<file path="src/rtl/nsf_pkg.sv">
`default_nettype none

package nsf_pkg;

  localparam logic [7:0] CHAR_DOLLAR = 8'h24;
  localparam logic [7:0] CHAR_STAR   = 8'h2A;
  localparam logic [7:0] CHAR_LF     = 8'h0A;
  localparam logic [7:0] CHAR_CR     = 8'h0D;
  localparam logic [7:0] PRINT_LO    = 8'h20;
  localparam logic [7:0] PRINT_HI    = 8'h7E;

  localparam int unsigned LimitW    = 10;
  localparam int unsigned CountW    = 16;
  localparam int unsigned ScaledW   = 26;
  localparam logic [LimitW-1:0] LIMIT_RESET = 10'd10;
  localparam logic [9:0] MS_PER_SEC = 10'd1000;

  typedef enum logic [2:0] {
    EV_APPENDED  = 3'd0,
    EV_STARTED   = 3'd1,
    EV_CR_IGNORE = 3'd2,
    EV_COMPLETE  = 3'd3,
    EV_RESTARTED = 3'd4,
    EV_OVERFLOW  = 3'd5,
    EV_STRAY     = 3'd6
  } event_t;

  function automatic logic [7:0] hex_upper(input logic [3:0] nib);
    logic [7:0] r;
    if (nib < 4'd10) begin
      r = 8'h30 + {4'd0, nib};
    end else begin
      r = 8'h41 + {4'd0, nib} - 8'd10;
    end
    return r;
  endfunction

endpackage

`default_nettype wire

</file>
<file path="src/rtl/nsf_if.sv">
`default_nettype none

interface nsf_rx_if;
  logic        valid;
  logic        ready;
  logic [7:0]  rx_byte;
  logic [31:0] now_ms;

  modport source (output valid, output rx_byte, output now_ms, input ready);
  modport sink (input valid, input rx_byte, input now_ms, output ready);
endinterface

interface nsf_res_if;
  logic        valid;
  logic        ready;
  logic [7:0]  data_byte;
  logic        appended;
  logic [2:0]  event_res;
  logic        checksum_ok;
  logic [31:0] start_time;
  logic        invert_request;

  modport source (
    output valid, output data_byte, output appended, output event_res,
    output checksum_ok, output start_time, output invert_request, input ready
  );
  modport sink (
    input valid, input data_byte, input appended, input event_res,
    input checksum_ok, input start_time, input invert_request, output ready
  );
endinterface

`default_nettype wire

</file>
<file path="src/rtl/nmea0183_sentence_framer_top.sv">
`default_nettype none

// channel  | dir | payload                                         | accepted when
// rx       | in  | rx_byte, now_ms                                 | valid & ready
// res      | out | data_byte, appended, event_res, checksum_ok,    | valid & ready
//          |     | start_time, invert_request                      |
// cfg      | in  | cfg_wr_data (bad start rate limit)              | cfg_wr_en
//
// one item per cycle while the result side is not stalled; an item passes the input register then the result register
// the framing state and the bad start rate test (one 11 x 26 multiply) sit between them
// rst clears all framing state, the bad start window, and sets the limit to 10
// a stalled result holds; the input register takes at most one more item and then holds rx off
module nmea0183_sentence_framer_top #(
  parameter int MAX_SENTENCE = 128
) (
  input  wire logic                      clk,
  input  wire logic                      rst,
  input  wire logic                      cfg_wr_en,
  input  wire logic [nsf_pkg::LimitW-1:0] cfg_wr_data,
  nsf_rx_if.sink                         rx,
  nsf_res_if.source                      res
);
  import nsf_pkg::*;

  localparam int unsigned LenW = $clog2(MAX_SENTENCE + 1);
  localparam logic [LenW-1:0] LEN_MAX = LenW'(MAX_SENTENCE);
  localparam logic [LenW-1:0] LEN_ONE = LenW'(1);

  logic [LimitW-1:0] limit;

  logic        s1_valid;
  logic [7:0]  s1_byte;
  logic [31:0] s1_now;
  logic        advance;

  logic              capturing, capturing_next;
  logic [LenW-1:0]   sent_len, sent_len_next;
  logic [31:0]       start_time, start_time_next;
  logic [7:0]        run_xor, run_xor_next;
  logic              star_seen, star_seen_next;
  logic [1:0]        digits, digits_next;
  logic              check_failed, check_failed_next;
  logic [CountW-1:0] bad_count, bad_count_next;
  logic [31:0]       window_start, window_start_next;

  logic              r_appended, r_ok, r_inv;
  event_t            r_event;

  logic [CountW-1:0]        count_inc;
  logic [31:0]              elapsed_raw;
  logic [ScaledW-1:0]       elapsed;
  logic                     elapsed_big;
  logic [ScaledW-1:0]       scaled_count;
  logic [ScaledW+LimitW:0]  rhs;
  logic                     rate_fire;
  logic [7:0]               exp_digit;

  assign advance  = s1_valid && (!res.valid || res.ready);
  assign rx.ready = !s1_valid || advance;

  always_ff @(posedge clk) begin
    if (rst) begin
      limit <= LIMIT_RESET;
    end else if (cfg_wr_en) begin
      limit <= cfg_wr_data;
    end
  end

  always_ff @(posedge clk) begin
    if (rst) begin
      s1_valid <= 1'b0;
    end else if (rx.ready) begin
      s1_valid <= rx.valid;
    end
  end

  always_ff @(posedge clk) begin
    if (rx.valid && rx.ready) begin
      s1_byte <= rx.rx_byte;
      s1_now  <= rx.now_ms;
    end
  end

  // bad start rate test
  always_comb begin
    count_inc = bad_count;
    if (s1_byte[7] && (bad_count != {CountW{1'b1}})) begin
      count_inc = bad_count + CountW'(1);
    end
    elapsed_raw  = s1_now - window_start;
    elapsed_big  = |elapsed_raw[31:ScaledW];
    elapsed      = (elapsed_raw == 32'd0) ? ScaledW'(1) : elapsed_raw[ScaledW-1:0];
    scaled_count = ScaledW'(count_inc) * ScaledW'(MS_PER_SEC);
    rhs          = (ScaledW+LimitW+1)'({1'b0, limit} + (LimitW+1)'(1)) *
                   (ScaledW+LimitW+1)'(elapsed);
    rate_fire    = !elapsed_big && ({(LimitW+1)'(0), scaled_count} >= rhs);
  end

  assign exp_digit = (digits == 2'd0) ? hex_upper(run_xor[7:4]) : hex_upper(run_xor[3:0]);

  always_comb begin
    capturing_next    = capturing;
    sent_len_next     = sent_len;
    start_time_next   = start_time;
    run_xor_next      = run_xor;
    star_seen_next    = star_seen;
    digits_next       = digits;
    check_failed_next = check_failed;
    bad_count_next    = bad_count;
    window_start_next = window_start;
    r_appended        = 1'b0;
    r_ok              = 1'b0;
    r_inv             = 1'b0;
    r_event           = EV_APPENDED;

    if (!capturing) begin
      if (s1_byte == CHAR_DOLLAR) begin
        capturing_next    = 1'b1;
        sent_len_next     = LEN_ONE;
        start_time_next   = s1_now;
        run_xor_next      = 8'd0;
        star_seen_next    = 1'b0;
        digits_next       = 2'd0;
        check_failed_next = 1'b0;
        r_appended        = 1'b1;
        r_event           = EV_STARTED;
      end else begin
        r_event        = EV_STRAY;
        bad_count_next = count_inc;
        if (rate_fire) begin
          r_inv             = 1'b1;
          bad_count_next    = '0;
          window_start_next = s1_now;
        end
      end
    end else begin
      priority if (s1_byte == CHAR_LF) begin
        r_event        = EV_COMPLETE;
        r_ok           = star_seen && (digits == 2'd2) && !check_failed;
        capturing_next = 1'b0;
      end else if (s1_byte == CHAR_CR) begin
        r_event = EV_CR_IGNORE;
      end else if (s1_byte == CHAR_DOLLAR) begin
        sent_len_next     = LEN_ONE;
        start_time_next   = s1_now;
        run_xor_next      = 8'd0;
        star_seen_next    = 1'b0;
        digits_next       = 2'd0;
        check_failed_next = 1'b0;
        r_appended        = 1'b1;
        r_event           = EV_RESTARTED;
      end else if (sent_len < LEN_MAX) begin
        sent_len_next = sent_len + LEN_ONE;
        r_appended    = 1'b1;
        r_event       = EV_APPENDED;
        if (!star_seen) begin
          if (s1_byte == CHAR_STAR) begin
            star_seen_next = 1'b1;
          end else begin
            if (s1_byte < PRINT_LO || s1_byte > PRINT_HI) begin
              check_failed_next = 1'b1;
            end
            run_xor_next = run_xor ^ s1_byte;
          end
        end else begin
          if (digits == 2'd3 || digits == 2'd2 || s1_byte != exp_digit) begin
            check_failed_next = 1'b1;
          end
          if (digits != 2'd3) begin
            digits_next = digits + 2'd1;
          end
        end
      end else begin
        r_event        = EV_OVERFLOW;
        capturing_next = 1'b0;
      end
    end
  end

  always_ff @(posedge clk) begin
    if (rst) begin
      capturing    <= 1'b0;
      sent_len     <= '0;
      start_time   <= 32'd0;
      run_xor      <= 8'd0;
      star_seen    <= 1'b0;
      digits       <= 2'd0;
      check_failed <= 1'b0;
      bad_count    <= '0;
      window_start <= 32'd0;
    end else if (advance) begin
      capturing    <= capturing_next;
      sent_len     <= sent_len_next;
      start_time   <= start_time_next;
      run_xor      <= run_xor_next;
      star_seen    <= star_seen_next;
      digits       <= digits_next;
      check_failed <= check_failed_next;
      bad_count    <= bad_count_next;
      window_start <= window_start_next;
    end
  end

  always_ff @(posedge clk) begin
    if (rst) begin
      res.valid <= 1'b0;
    end else if (advance) begin
      res.valid <= 1'b1;
    end else if (res.ready) begin
      res.valid <= 1'b0;
    end
  end

  always_ff @(posedge clk) begin
    if (advance) begin
      res.data_byte      <= s1_byte;
      res.appended       <= r_appended;
      res.event_res      <= r_event;
      res.checksum_ok    <= r_ok;
      res.start_time     <= start_time_next;
      res.invert_request <= r_inv;
    end
  end

endmodule

`default_nettype wire

</file>
<file path="src/flat_wrapper.sv">
// flat-port wrapper written by rule: the top's interface ports become plain ports
module nmea0183_sentence_framer_top_flat import nsf_pkg::*;
#(
  parameter int MAX_SENTENCE = 128
)
  (clk, rst, cfg_wr_en, cfg_wr_data, rx_valid, rx_rx_byte, rx_now_ms, rx_ready, res_valid, res_data_byte, res_appended, res_event_res, res_checksum_ok, res_start_time, res_invert_request, res_ready);
  nsf_rx_if rx_i ();
  nsf_res_if res_i ();
  input  wire logic clk;
  input  wire logic rst;
  input  wire logic cfg_wr_en;
  input  wire logic [nsf_pkg::LimitW-1:0] cfg_wr_data;
  input wire logic [$bits(rx_i.valid)-1:0] rx_valid;
  input wire logic [$bits(rx_i.rx_byte)-1:0] rx_rx_byte;
  input wire logic [$bits(rx_i.now_ms)-1:0] rx_now_ms;
  output wire logic [$bits(rx_i.ready)-1:0] rx_ready;
  output wire logic [$bits(res_i.valid)-1:0] res_valid;
  output wire logic [$bits(res_i.data_byte)-1:0] res_data_byte;
  output wire logic [$bits(res_i.appended)-1:0] res_appended;
  output wire logic [$bits(res_i.event_res)-1:0] res_event_res;
  output wire logic [$bits(res_i.checksum_ok)-1:0] res_checksum_ok;
  output wire logic [$bits(res_i.start_time)-1:0] res_start_time;
  output wire logic [$bits(res_i.invert_request)-1:0] res_invert_request;
  input wire logic [$bits(res_i.ready)-1:0] res_ready;
  assign rx_i.valid = rx_valid;
  assign rx_i.rx_byte = rx_rx_byte;
  assign rx_i.now_ms = rx_now_ms;
  assign rx_ready = rx_i.ready;
  assign res_valid = res_i.valid;
  assign res_data_byte = res_i.data_byte;
  assign res_appended = res_i.appended;
  assign res_event_res = res_i.event_res;
  assign res_checksum_ok = res_i.checksum_ok;
  assign res_start_time = res_i.start_time;
  assign res_invert_request = res_i.invert_request;
  assign res_i.ready = res_ready;
  nmea0183_sentence_framer_top #(.MAX_SENTENCE(MAX_SENTENCE)) u_core (.clk(clk), .rst(rst), .cfg_wr_en(cfg_wr_en), .cfg_wr_data(cfg_wr_data), .rx(rx_i), .res(res_i));
endmodule
</file>
<file path="config.mk">
export PLATFORM = sky130hd
export DESIGN_NAME = nmea0183_sentence_framer_top_flat
export DESIGN_NICKNAME = d
export VERILOG_FILES = /design/src/rtl/nsf_pkg.sv /design/src/rtl/nsf_if.sv /design/src/rtl/nmea0183_sentence_framer_top.sv /design/src/flat_wrapper.sv
export SDC_FILE = /design/constraint.sdc
export NUM_CORES = 1
export LEC_CHECK = 0
export BUFFER_PORTS_ARGS = -buffer_cell sky130_fd_sc_hd__buf_2
export CORE_MARGIN = 2
export CORE_UTILIZATION = 69
export CTS_CLUSTER_DIAMETER = 200
export DETAILED_ROUTE_END_ITERATION = 16
export GPL_TIMING_DRIVEN = 1
export PLACE_DENSITY = 0.9
export SLEW_MARGIN = 30
export SYNTH_ARGS = -nofsm -noshare
export SYNTH_HDL_FRONTEND = slang
export SYNTH_SLANG_ARGS = --single-unit
</file>
<file path="constraint.sdc">
create_clock -name clk -period 24.4 [get_ports clk]
set_input_delay 7.32 -clock clk [delete_from_list [all_inputs] [get_ports clk]]
set_output_delay 7.32 -clock clk [all_outputs]
set_load 0.05 [all_outputs]
</file>
### Word-level counts from Yosys, hierarchy flattened

Index checks and enable logic that the tools add are counted.

* flip-flop bits (word level): 199
* logic and storage cells: 156
* output and inout bits: 48

* reduce and logical (&&, ||, !) cells: 32
* add/subtract/negate cells: 11
* bitwise logic cells: 3
* equal/unequal tests: 15
* multiplexer cells: 67
* order comparisons: 6
* multiply operators: 2

Operators with widths (count)
* two-way mux 8 bit: 17
* two-way mux 32 bit: 4
* greater-or-equal comparator 26 x 37 -> 1 bit: 1
* multiplier 37 x 26 -> 37 bit: 1
* logical NOT 32 bit: 1
* two-way mux 16 bit: 2
* subtractor 32 bit: 1
* two-way mux 1 bit: 29
* two-way mux 26 bit: 1
* multiplier 16 x 7 -> 23 bit (second input constant): 1
* two-way mux 3 bit: 6
* adder 16 x 1 -> 16 bit (second input constant): 1
* adder 7 x 4 -> 8 bit (first input constant): 2
* == test 8 x 4 -> 1 bit (second input constant): 2
* == test 8 x 6 -> 1 bit (second input constant): 2
* two-way mux 2 bit: 8
* != test 16 bit (second input constant): 1
* subtractor 8 x 4 -> 8 bit (second input constant): 2
* adder 6 x 4 -> 7 bit (first input constant): 2
* AND reduction 7 bit: 2
* adder 10 x 1 -> 11 bit (second input constant): 1
* nonzero test 2 bit: 5
* adder 8 x 1 -> 8 bit (second input constant): 1
* > comparator 8 x 7 -> 1 bit (second input constant): 1
* other kinds (24): 42

### Depth between registers and ports, before layout

Gate-level depths: netlist (run 1).

* depth after elaboration: 13
* depth in mapped cells: 52

### Worst setup path before layout (run 1)

OpenSTA, ideal clock, no wires.

* path kind: input -> output
* start: input port res_ready
* end: output port rx_ready
* slack: 9237 ps
* required time: 17080 ps
* cell stages on the path: 2
* buffers on the path: 0
* data arrival time: 7843 ps
* path through: nor2b_1 nand2_1

* longest elaborated chain between the ends: 3

RTL lines
* start, declared: RTL line flat_wrapper.sv:24 `input wire logic [$bits(res_i.ready)-1:0] res_ready;`
* logical OR 1 bit: RTL line nmea0183_sentence_framer_top.sv:58 `assign advance = s1_valid && (!res.valid || res.ready);`
* logical AND 1 bit: RTL line nmea0183_sentence_framer_top.sv:58
* logical OR 1 bit: RTL line nmea0183_sentence_framer_top.sv:59 `assign rx.ready = !s1_valid || advance;`
* end, declared: RTL line flat_wrapper.sv:16 `output wire logic [$bits(rx_i.ready)-1:0] rx_ready;`

Every way passes these cells.

### Worst setup path after layout (run 1)

Ends and elaborated chain as after synthesis.

==> results of run 1 <==
==> sequential cells by signal, summed over array words and instances, names as in the netlist, 2 cells and up <==
signal	flops
u_core.sent_len	8
u_core.limit	10
u_core.s1_byte	8
u_core.res.start_time	32
u_core.res.event_res	3
u_core.bad_count	16
u_core.digits	2
u_core.start_time	32
u_core.window_start	32
u_core.s1_now	32
u_core.res.data_byte	8
u_core.run_xor	8
==> worst max-delay path by stage <==
stage,start,endpoint,depth (start not counted)
3_3_place_gp,res_ready,rx_ready,4
4_1_cts,res_ready,rx_ready,4
3_5_place_dp,res_ready,rx_ready,4
5_1_grt,res_ready,rx_ready,4
2_1_floorplan,res_ready,rx_ready,2
6_report,res_ready,rx_ready,4
==> layer usage <==
layer / global-route usage, % / share of wire (%) / vias up
met5: 0 / 0 / -
met4: 16.1 / 4.6 / 0
met3: 7.39 / 9.9 / 257
met2: 57.3 / 48 / 1047
met1: 42.2 / 37 / 8923
li1: - / - / 8289
==> area by class of cell <==
type / count / area (um2)
Inverter: 340 / 1280
Clock inverter: 14 / 171
Multi-Input combinational cell: 1866 / 16000
Antenna cell: 2 / 5.00
Tap cell: 442 / 553
Fill cell: 2128 / 8180
Timing Repair Buffer: 135 / 761
Sequential cell: 199 / 4840
Clock buffer: 18 / 450
==> cells by family (layout without fill, tap and decap cells) <==
logic type | after synthesis | count (layout) | synth area share, %
other | 0 | 2 | 0
and+or+nand+nor | 893 | 893 | 18.6
AOI/OAI and AO/OA | 304 | 304 | 9.28
buffers and inverters | 423 | 507 | 7.32
muxes | 84 | 84 | 3.75
DFF | 199 | 199 | 21.6
adders and majority gates | 459 | 459 | 34.6
xor gates and xnor gates | 126 | 126 | 4.91
==> worst register-to-register path: cells and delay by family (launching register included) <==
family | cells | cell delay [ns]
XOR/XNOR | 2 | 0.71
AND/OR/NAND/NOR | 16 | 4.14
flip-flops | 1 | 0.39
AO/OA/AOI/OAI | 12 | 3.33
buffers and inverters | 6 | 0.98
multiplexers | 1 | 0.35
adder cells (fa/ha/maj) | 9 | 4.00
==> cell usage in the layout, fill, tap and decap left out, drive strengths merged, types with 80 or more instances in the layout <==
cell type / netlist / final
mux2i: 82 / 82
nand2b: 95 / 95
a21oi: 80 / 80
inv: 340 / 348
buf: 13 / 135
ha: 189 / 189
nor2: 214 / 214
nand2: 340 / 340
fa: 270 / 270
dfxtp: 113 / 113
edfxtp: 86 / 86
==> power breakdown <==
part / internal (mW) / switching, mW
logic: 0.647 / 0.958
clock network: 0.146 / 0.149
registers: 0.355 / 0.00826
total: 1.15 / 1.12
==> results by group, run 1 <==
STA
  • Number of hold violations in the final report: 0
  • Worst setup slack after layout: approximately 9 ns
  • Slew at the pin closest to its max-slew limit: roughly 1 ns
  • Fmax: roughly 65 MHz
  • Largest clock skew in the final design: 0.0130 ns
  • Share of the clock period used by the worst path: a little over three fifths
  • Setup TNS Final: 0 ns
  • Worst Hold Margin: roughly 0.48 ns
  • Setup repair after global routing missed its margin: no
  • Final Slew Violations: 0
  • Setup violations, final: 0
  • Max-Slew Margin vs Limit: 34.6%
  • Final min period: 15.40 ns

Synth
  • Post-synth net total: 3002
  • Synth cell count leaders: sky130_fd_sc_hd__inv_1 (340), sky130_fd_sc_hd__nand2_1 (339), sky130_fd_sc_hd__fa_1 (270)
  • FF+latch count, synth: 199
  • Yosys cell types: just over 80
  • Yosys warnings: 0
  • Instance count of the mapped netlist: ~2500
  • Post-synthesis sequential area ratio: 21.6%
  • Cell with the most instances after synthesis: sky130_fd_sc_hd__inv_1
  • Most used flip-flop cell after synthesis: sky130_fd_sc_hd__dfxtp_1
  • Top area cells in the synthesized netlist: sky130_fd_sc_hd__fa_1 (24%), sky130_fd_sc_hd__edfxtp_1 (11%), sky130_fd_sc_hd__ha_1 (11%)
  • Most area-hungry cell type in the Yosys netlist: sky130_fd_sc_hd__fa_1
  • Count of flip-flops with a built-in enable after synthesis: 86
  • Synth top area share: 24.0%
  • Netlist area before placement: between 20000 and 25000 um2
  • Average cell area after synthesis: 9.03 um2
  • Share of async-settable or async-resettable flops after synthesis: 0%

Detailed routing
  • Residual DRC count: 0
  • Routed via count: about 19000
  • Starting DRT DRC Count: roughly 1600
  • Final antenna-violating net count: 0
  • Routed WL: between 50000 and 60000 um
  • DRT Pass-1 Iters: 6
  • Avg WL per Cell: around 19 um
  • Routed vias/inst: slightly above 6

Worst setup path
  • Cell count of the worst reg-to-reg path: 46
  • Family with the most delay on the worst path: simple AND/OR/NAND/NOR gates
  • Critical-path maximum fanout: 4
  • Sort of element at the start of the critical path: primary input
  • Crit path max-delay cell type: sky130_fd_sc_hd__nor2b_1
  • FF-to-FF setup slack: slightly above 10 ns
  • Highest cell delay on the worst timing path: around 0.31 ns
  • Terminus of the critical flop-to-flop path: u_core.window_start[18]
  • FF-to-FF Start: u_core.s1_now[0]
  • Critical path capture point type: output port
  • Signal arrival time at the worst endpoint: 8.08 ns
  • Worst path bufs/invs: 2
  • Ordered cell list for the critical path: buf_2, nor2b_1, nand2_1, buf_2
  • Endpoint required time on the critical path: about 17 ns
  • Cell repeated most along the worst path: sky130_fd_sc_hd__buf_2
  • Worst setup path category: in -> out

Clock network
  • Clock root buffer master: sky130_fd_sc_hd__clkbuf_16
  • CTS resizes: 0
  • # Post-CTS Setup Buffers: 0
  • Clock buffers created by TritonCTS: 17
  • Post-CTS Hold Fix Bufs: 0
  • TritonCTS clock tree: yes
  • Maximum buffer depth of the clock tree: 2
  • Clock-pin slew on the worst setup and hold paths: roughly 0.080 ns
  • TritonCTS Sinks: ~200
  • Clock latency reported for the late side of the worst-skew pair: 0.46 ns
  • Deepest level of the CTS H-tree: 4

Power
  • Cell area power density: 93.9 nW/um2
  • Static leakage: 11.4 nW
  • Maximum VDD drop: ~0.13 mV
  • Power consumption: around 2.3 mW

Die
  • Overall die area: roughly 34000 um2
  • Number of core rows: 66
  • Die height: about 180 um
  • Starting Density: a little over two thirds
  • Die extent in x: 184 um
  • Placeable core area: around 32000 um2
  • Boundary pin count: 103

Min path
  • Worst hold start: u_core.bad_count[13]
  • Classification of the worst-slack hold path: reg -> reg
  • Cell depth of the worst hold path: 2
  • End point of the most critical hold path: u_core.bad_count[13]

Final layout
  • Net total in the final layout: ~3000
  • Core occupancy in the finished layout: 74.7%
  • Layout cell share with drive strength beyond 1: under 10%
  • Number of cells in the finished layout apart from fillers: a little over 3000
  • Layout area overhead: 7.26%
  • Final Instance Area: ~24000 um2

Global route
  • Total Routing Usage GR: 34.2%
  • Antenna violations before repair: 2
  • Via count of the first global-routing pass: approximately 19000
  • Pin count of the biggest net entering global routing: around 70
  • GR Overflow Total: 0
  • First-pass GRT wire length: between 90000 and 100000 um

Placement
  • Post-Place Cell Area: between 20000 and 25000 um2
  • Cells after DPL: approximately 3000
  • GP Congestion: 0.931
  • Total of buffers placed on input and output ports: approximately 100
  • Post-place setup slack: about 9.0 ns
  • Post-detail-place hpwl: between 40000 and 50000 um

Status
  • Outcome: complete, no violations

Job
  • Max-capacitance violation count: 0
(Power assumes the default switching activity.)
==> inputs of run 2 (changes only) <==
ABC_AREA = 1   (was default)
CORE_UTILIZATION = 65   (was 69)
PLACE_DENSITY = 0.85   (was 0.9)
clock period = 15.4 ns   (was 24.4 ns; I/O delays follow)
==> run 2 against run 1 <==
Final cell count is 24% higher. Highest routed layer is now met5. Combinational power is 100% higher. Sequential cell count did not move. Critical endpoint is now u_core.window_start[25]. Global-route usage decreased by 0.13 points. Non-clock buffer count down 21.
==> results by group, run 2 <==
Worst setup path
  • Critical path capture point type: flip-flop
  • Terminus of the critical flop-to-flop path: u_core.window_start[25]
  • Signal arrival time at the worst endpoint: about 10 ns
  • Cell count of the worst reg-to-reg path: 48
  • Critical-path maximum fanout: 36
  • FF-to-FF setup slack: ~5.6 ns
  • CP Launch Point: u_core.s1_now[0]
  • Highest cell delay on the worst timing path: 0.56 ns
  • Endpoint required time on the critical path: 15.78 ns
  • Sort of element at the start of the critical path: flip-flop
  • FF-to-FF Start: u_core.s1_now[0]
  • Capture point of the critical path: u_core.window_start[25]
  • Crit path max-delay cell type: sky130_fd_sc_hd__fa_1
  • Cell repeated most along the worst path: sky130_fd_sc_hd__nand2_1
  • Worst setup path category: reg -> reg

Synth
  • Netlist area before placement: ~24000 um2
  • Most area-hungry cell type in the Yosys netlist: sky130_fd_sc_hd__fa_1
  • Top area cells in the synthesized netlist: sky130_fd_sc_hd__fa_1 (23%), sky130_fd_sc_hd__nand2_1 (12%), sky130_fd_sc_hd__inv_1 (11%)
  • FF+latch count, synth: ~200
  • Yosys warnings: 0
  • Post-synthesis sequential area ratio: between 20% and 30%
  • Synth cell count leaders: sky130_fd_sc_hd__nand2_1 (760), sky130_fd_sc_hd__inv_1 (710), sky130_fd_sc_hd__nor2_1 (366)
  • Cell with the most instances after synthesis: sky130_fd_sc_hd__nand2_1
  • Synth top area share: 22.9%
  • Post-synth net total: 3706
  • Instance count of the mapped netlist: roughly 3200
  • Share of async-settable or async-resettable flops after synthesis: 0%
  • Yosys cell types: a little under 50
  • Count of flip-flops with a built-in enable after synthesis: 86
  • Average cell area after synthesis: between 7 and 8 um2
  • Most used flip-flop cell after synthesis: sky130_fd_sc_hd__dfxtp_1

Clock network
  • CTS resizes: 0
  • Clock-pin slew on the worst setup and hold paths: around 0.080 ns
  • # Post-CTS Setup Buffers: 0
  • TritonCTS Sinks: 199
  • TritonCTS clock tree: yes
  • Clock buffers created by TritonCTS: 17
  • Deepest level of the CTS H-tree: 4
  • Clock root buffer master: sky130_fd_sc_hd__clkbuf_16
  • Clock latency reported for the late side of the worst-skew pair: 0.45 ns
  • Post-CTS Hold Fix Bufs: 0
  • Maximum buffer depth of the clock tree: 2

Global route
  • Antenna violations before repair: 4
  • GR Overflow Total: 0
  • Via count of the first global-routing pass: roughly 21000
  • First-pass GRT wire length: around 100000 um
  • Total Routing Usage GR: about a third
  • Pin count of the biggest net entering global routing: between 80 and 90

Job
  • Max-capacitance violation count: 0

Die
  • Die extent in x: about 200 um
  • Starting Density: around 66%
  • Number of core rows: 69
  • Die height: 195 um
  • Overall die area: between 30000 and 40000 um2
  • Boundary pin count: approximately 100
  • Placeable core area: ~36000 um2

Detailed routing
  • Starting DRT DRC Count: approximately 1500
  • Final antenna-violating net count: 0
  • Routed via count: 20900
  • Routed vias/inst: around 5.6
  • DRT Pass-1 Iters: 6
  • Residual DRC count: 0
  • Avg WL per Cell: 16.9 um
  • Routed WL: around 63000 um

Min path
  • Classification of the worst-slack hold path: reg -> reg

Placement
  • Post-detail-place hpwl: about 50000 um
  • Post-Place Cell Area: around 24000 um2
  • GP Congestion: 1.01
  • Total of buffers placed on input and output ports: roughly 100
  • Cells after DPL: 3701
  • Post-place setup slack: 5.67 ns

Power
  • Static leakage: 13.4 nW
  • Cell area power density: between 150 and 200 nW/um2
  • Power consumption: about 4.3 mW
  • Maximum VDD drop: roughly 0.22 mV

Final layout
  • Number of cells in the finished layout apart from fillers: 3736
  • Core occupancy in the finished layout: 70.3%
  • Layout cell share with drive strength beyond 1: between 6 and 7%
  • Final Instance Area: between 20000 and 30000 um2
  • Leading cell types in the layout, fill and taps excluded: sky130_fd_sc_hd__nand2_1 (759), sky130_fd_sc_hd__inv_1 (710), sky130_fd_sc_hd__nor2_1 (363)
  • Layout area overhead: 6.12%
  • Net total in the final layout: 3773
  • Most frequent standard cell in the layout excluding fill and tap cells: sky130_fd_sc_hd__nand2_1

STA
  • Setup TNS Final: 0 ns
  • Final Slew Violations: 0
  • Worst Hold Margin: 0.475 ns
  • Fmax: roughly 100 MHz
  • Setup violations, final: 0
  • Number of hold violations in the final report: 0
  • Setup repair after global routing missed its margin: no
  • Final min period: roughly 9.8 ns
  • Largest clock skew in the final design: approximately 0.017 ns
  • Slew at the pin closest to its max-slew limit: a little under 1 ns
  • Max-Slew Margin vs Limit: 33.8%
  • Share of the clock period used by the worst path: 63.8%
  • Worst setup slack after layout: 5.58 ns

Status
  • Outcome: complete, no violations
[run 2: cell count changes after synthesis, sizes merged, moves of 25 or more]
cell,previous run,this run
a21o,40,9
a21oi,80,132
and2,46,4
and3,27,2
inv,340,715
mux2i,82,0
nand2,340,783
nand2b,95,0
nand3,45,100
nand4,16,58
nor2,214,374
o21ai,62,130
xnor2,69,27
[run 2: logic make-up after synthesis]
family,synth area share [%]
simple gates,24.0
buf+inv,13.1
fa+ha+maj,32.9
compound gates,6.97
flops,20.5
xor+xnor,2.48
[run 2: cell type report]
class	instances	area, um2
Timing Repair Buffer	114	601
Sequential cell	199	4840
Multi-Input combinational cell	2202	15700
Clock buffer	18	439
Antenna cell	3	7.51
Tap cell	461	577
Clock inverter	14	154
Fill cell	2924	10600
Inverter	725	2720
[run 2: how the worst min path moves through the flow]
stage / slack (ns) / from / cells after the start / endpoint
after floorplan: 0.43 / u_core.run_xor[4] / 1 / u_core.run_xor[4]
after global placement: 0.45 / u_core.check_failed / 2 / u_core.check_failed
after detailed placement: 0.46 / u_core.run_xor[4] / 1 / u_core.run_xor[4]
after CTS: 0.47 / u_core.run_xor[4] / 1 / u_core.run_xor[4]
after global routing: 0.50 / u_core.run_xor[2] / 1 / u_core.run_xor[2]
final: 0.48 / u_core.run_xor[4] / 1 / u_core.run_xor[4]
[run 2: critical path, delay by kind of cell (launching register included)]
kind | cells | cell delay, ns
adders and majority gates | 9 | 3.98
and+or+nand+nor | 25 | 3.71
AOI/OAI and AO/OA | 5 | 0.90
buffers and inverters | 8 | 0.55
DFF | 1 | 0.39
xor gates and xnor gates | 1 | 0.16
[run 2: routing by layer]
layer  track usage, %  up-vias  share of wire (%)
li1                 -     9869                  -
met3             5.99      209                7.3
met5                0        -              0.040
met4             16.1        4                4.7
met2             60.5      865                 50
met1             40.0     9963                 38
[run 2: where the power goes]
| part | switching, mW | leakage, nW | internal [mW] | total (mW) |
|---|---|---|---|---|
| registers | 0.0148 | 1.74 | 0.574 | 0.589 |
| clock network | 0.224 | 0.292 | 0.222 | 0.446 |
| logic | 2.11 | 11.4 | 1.14 | 3.25 |
| total | 2.35 | 13.4 | 1.93 | 4.28 |
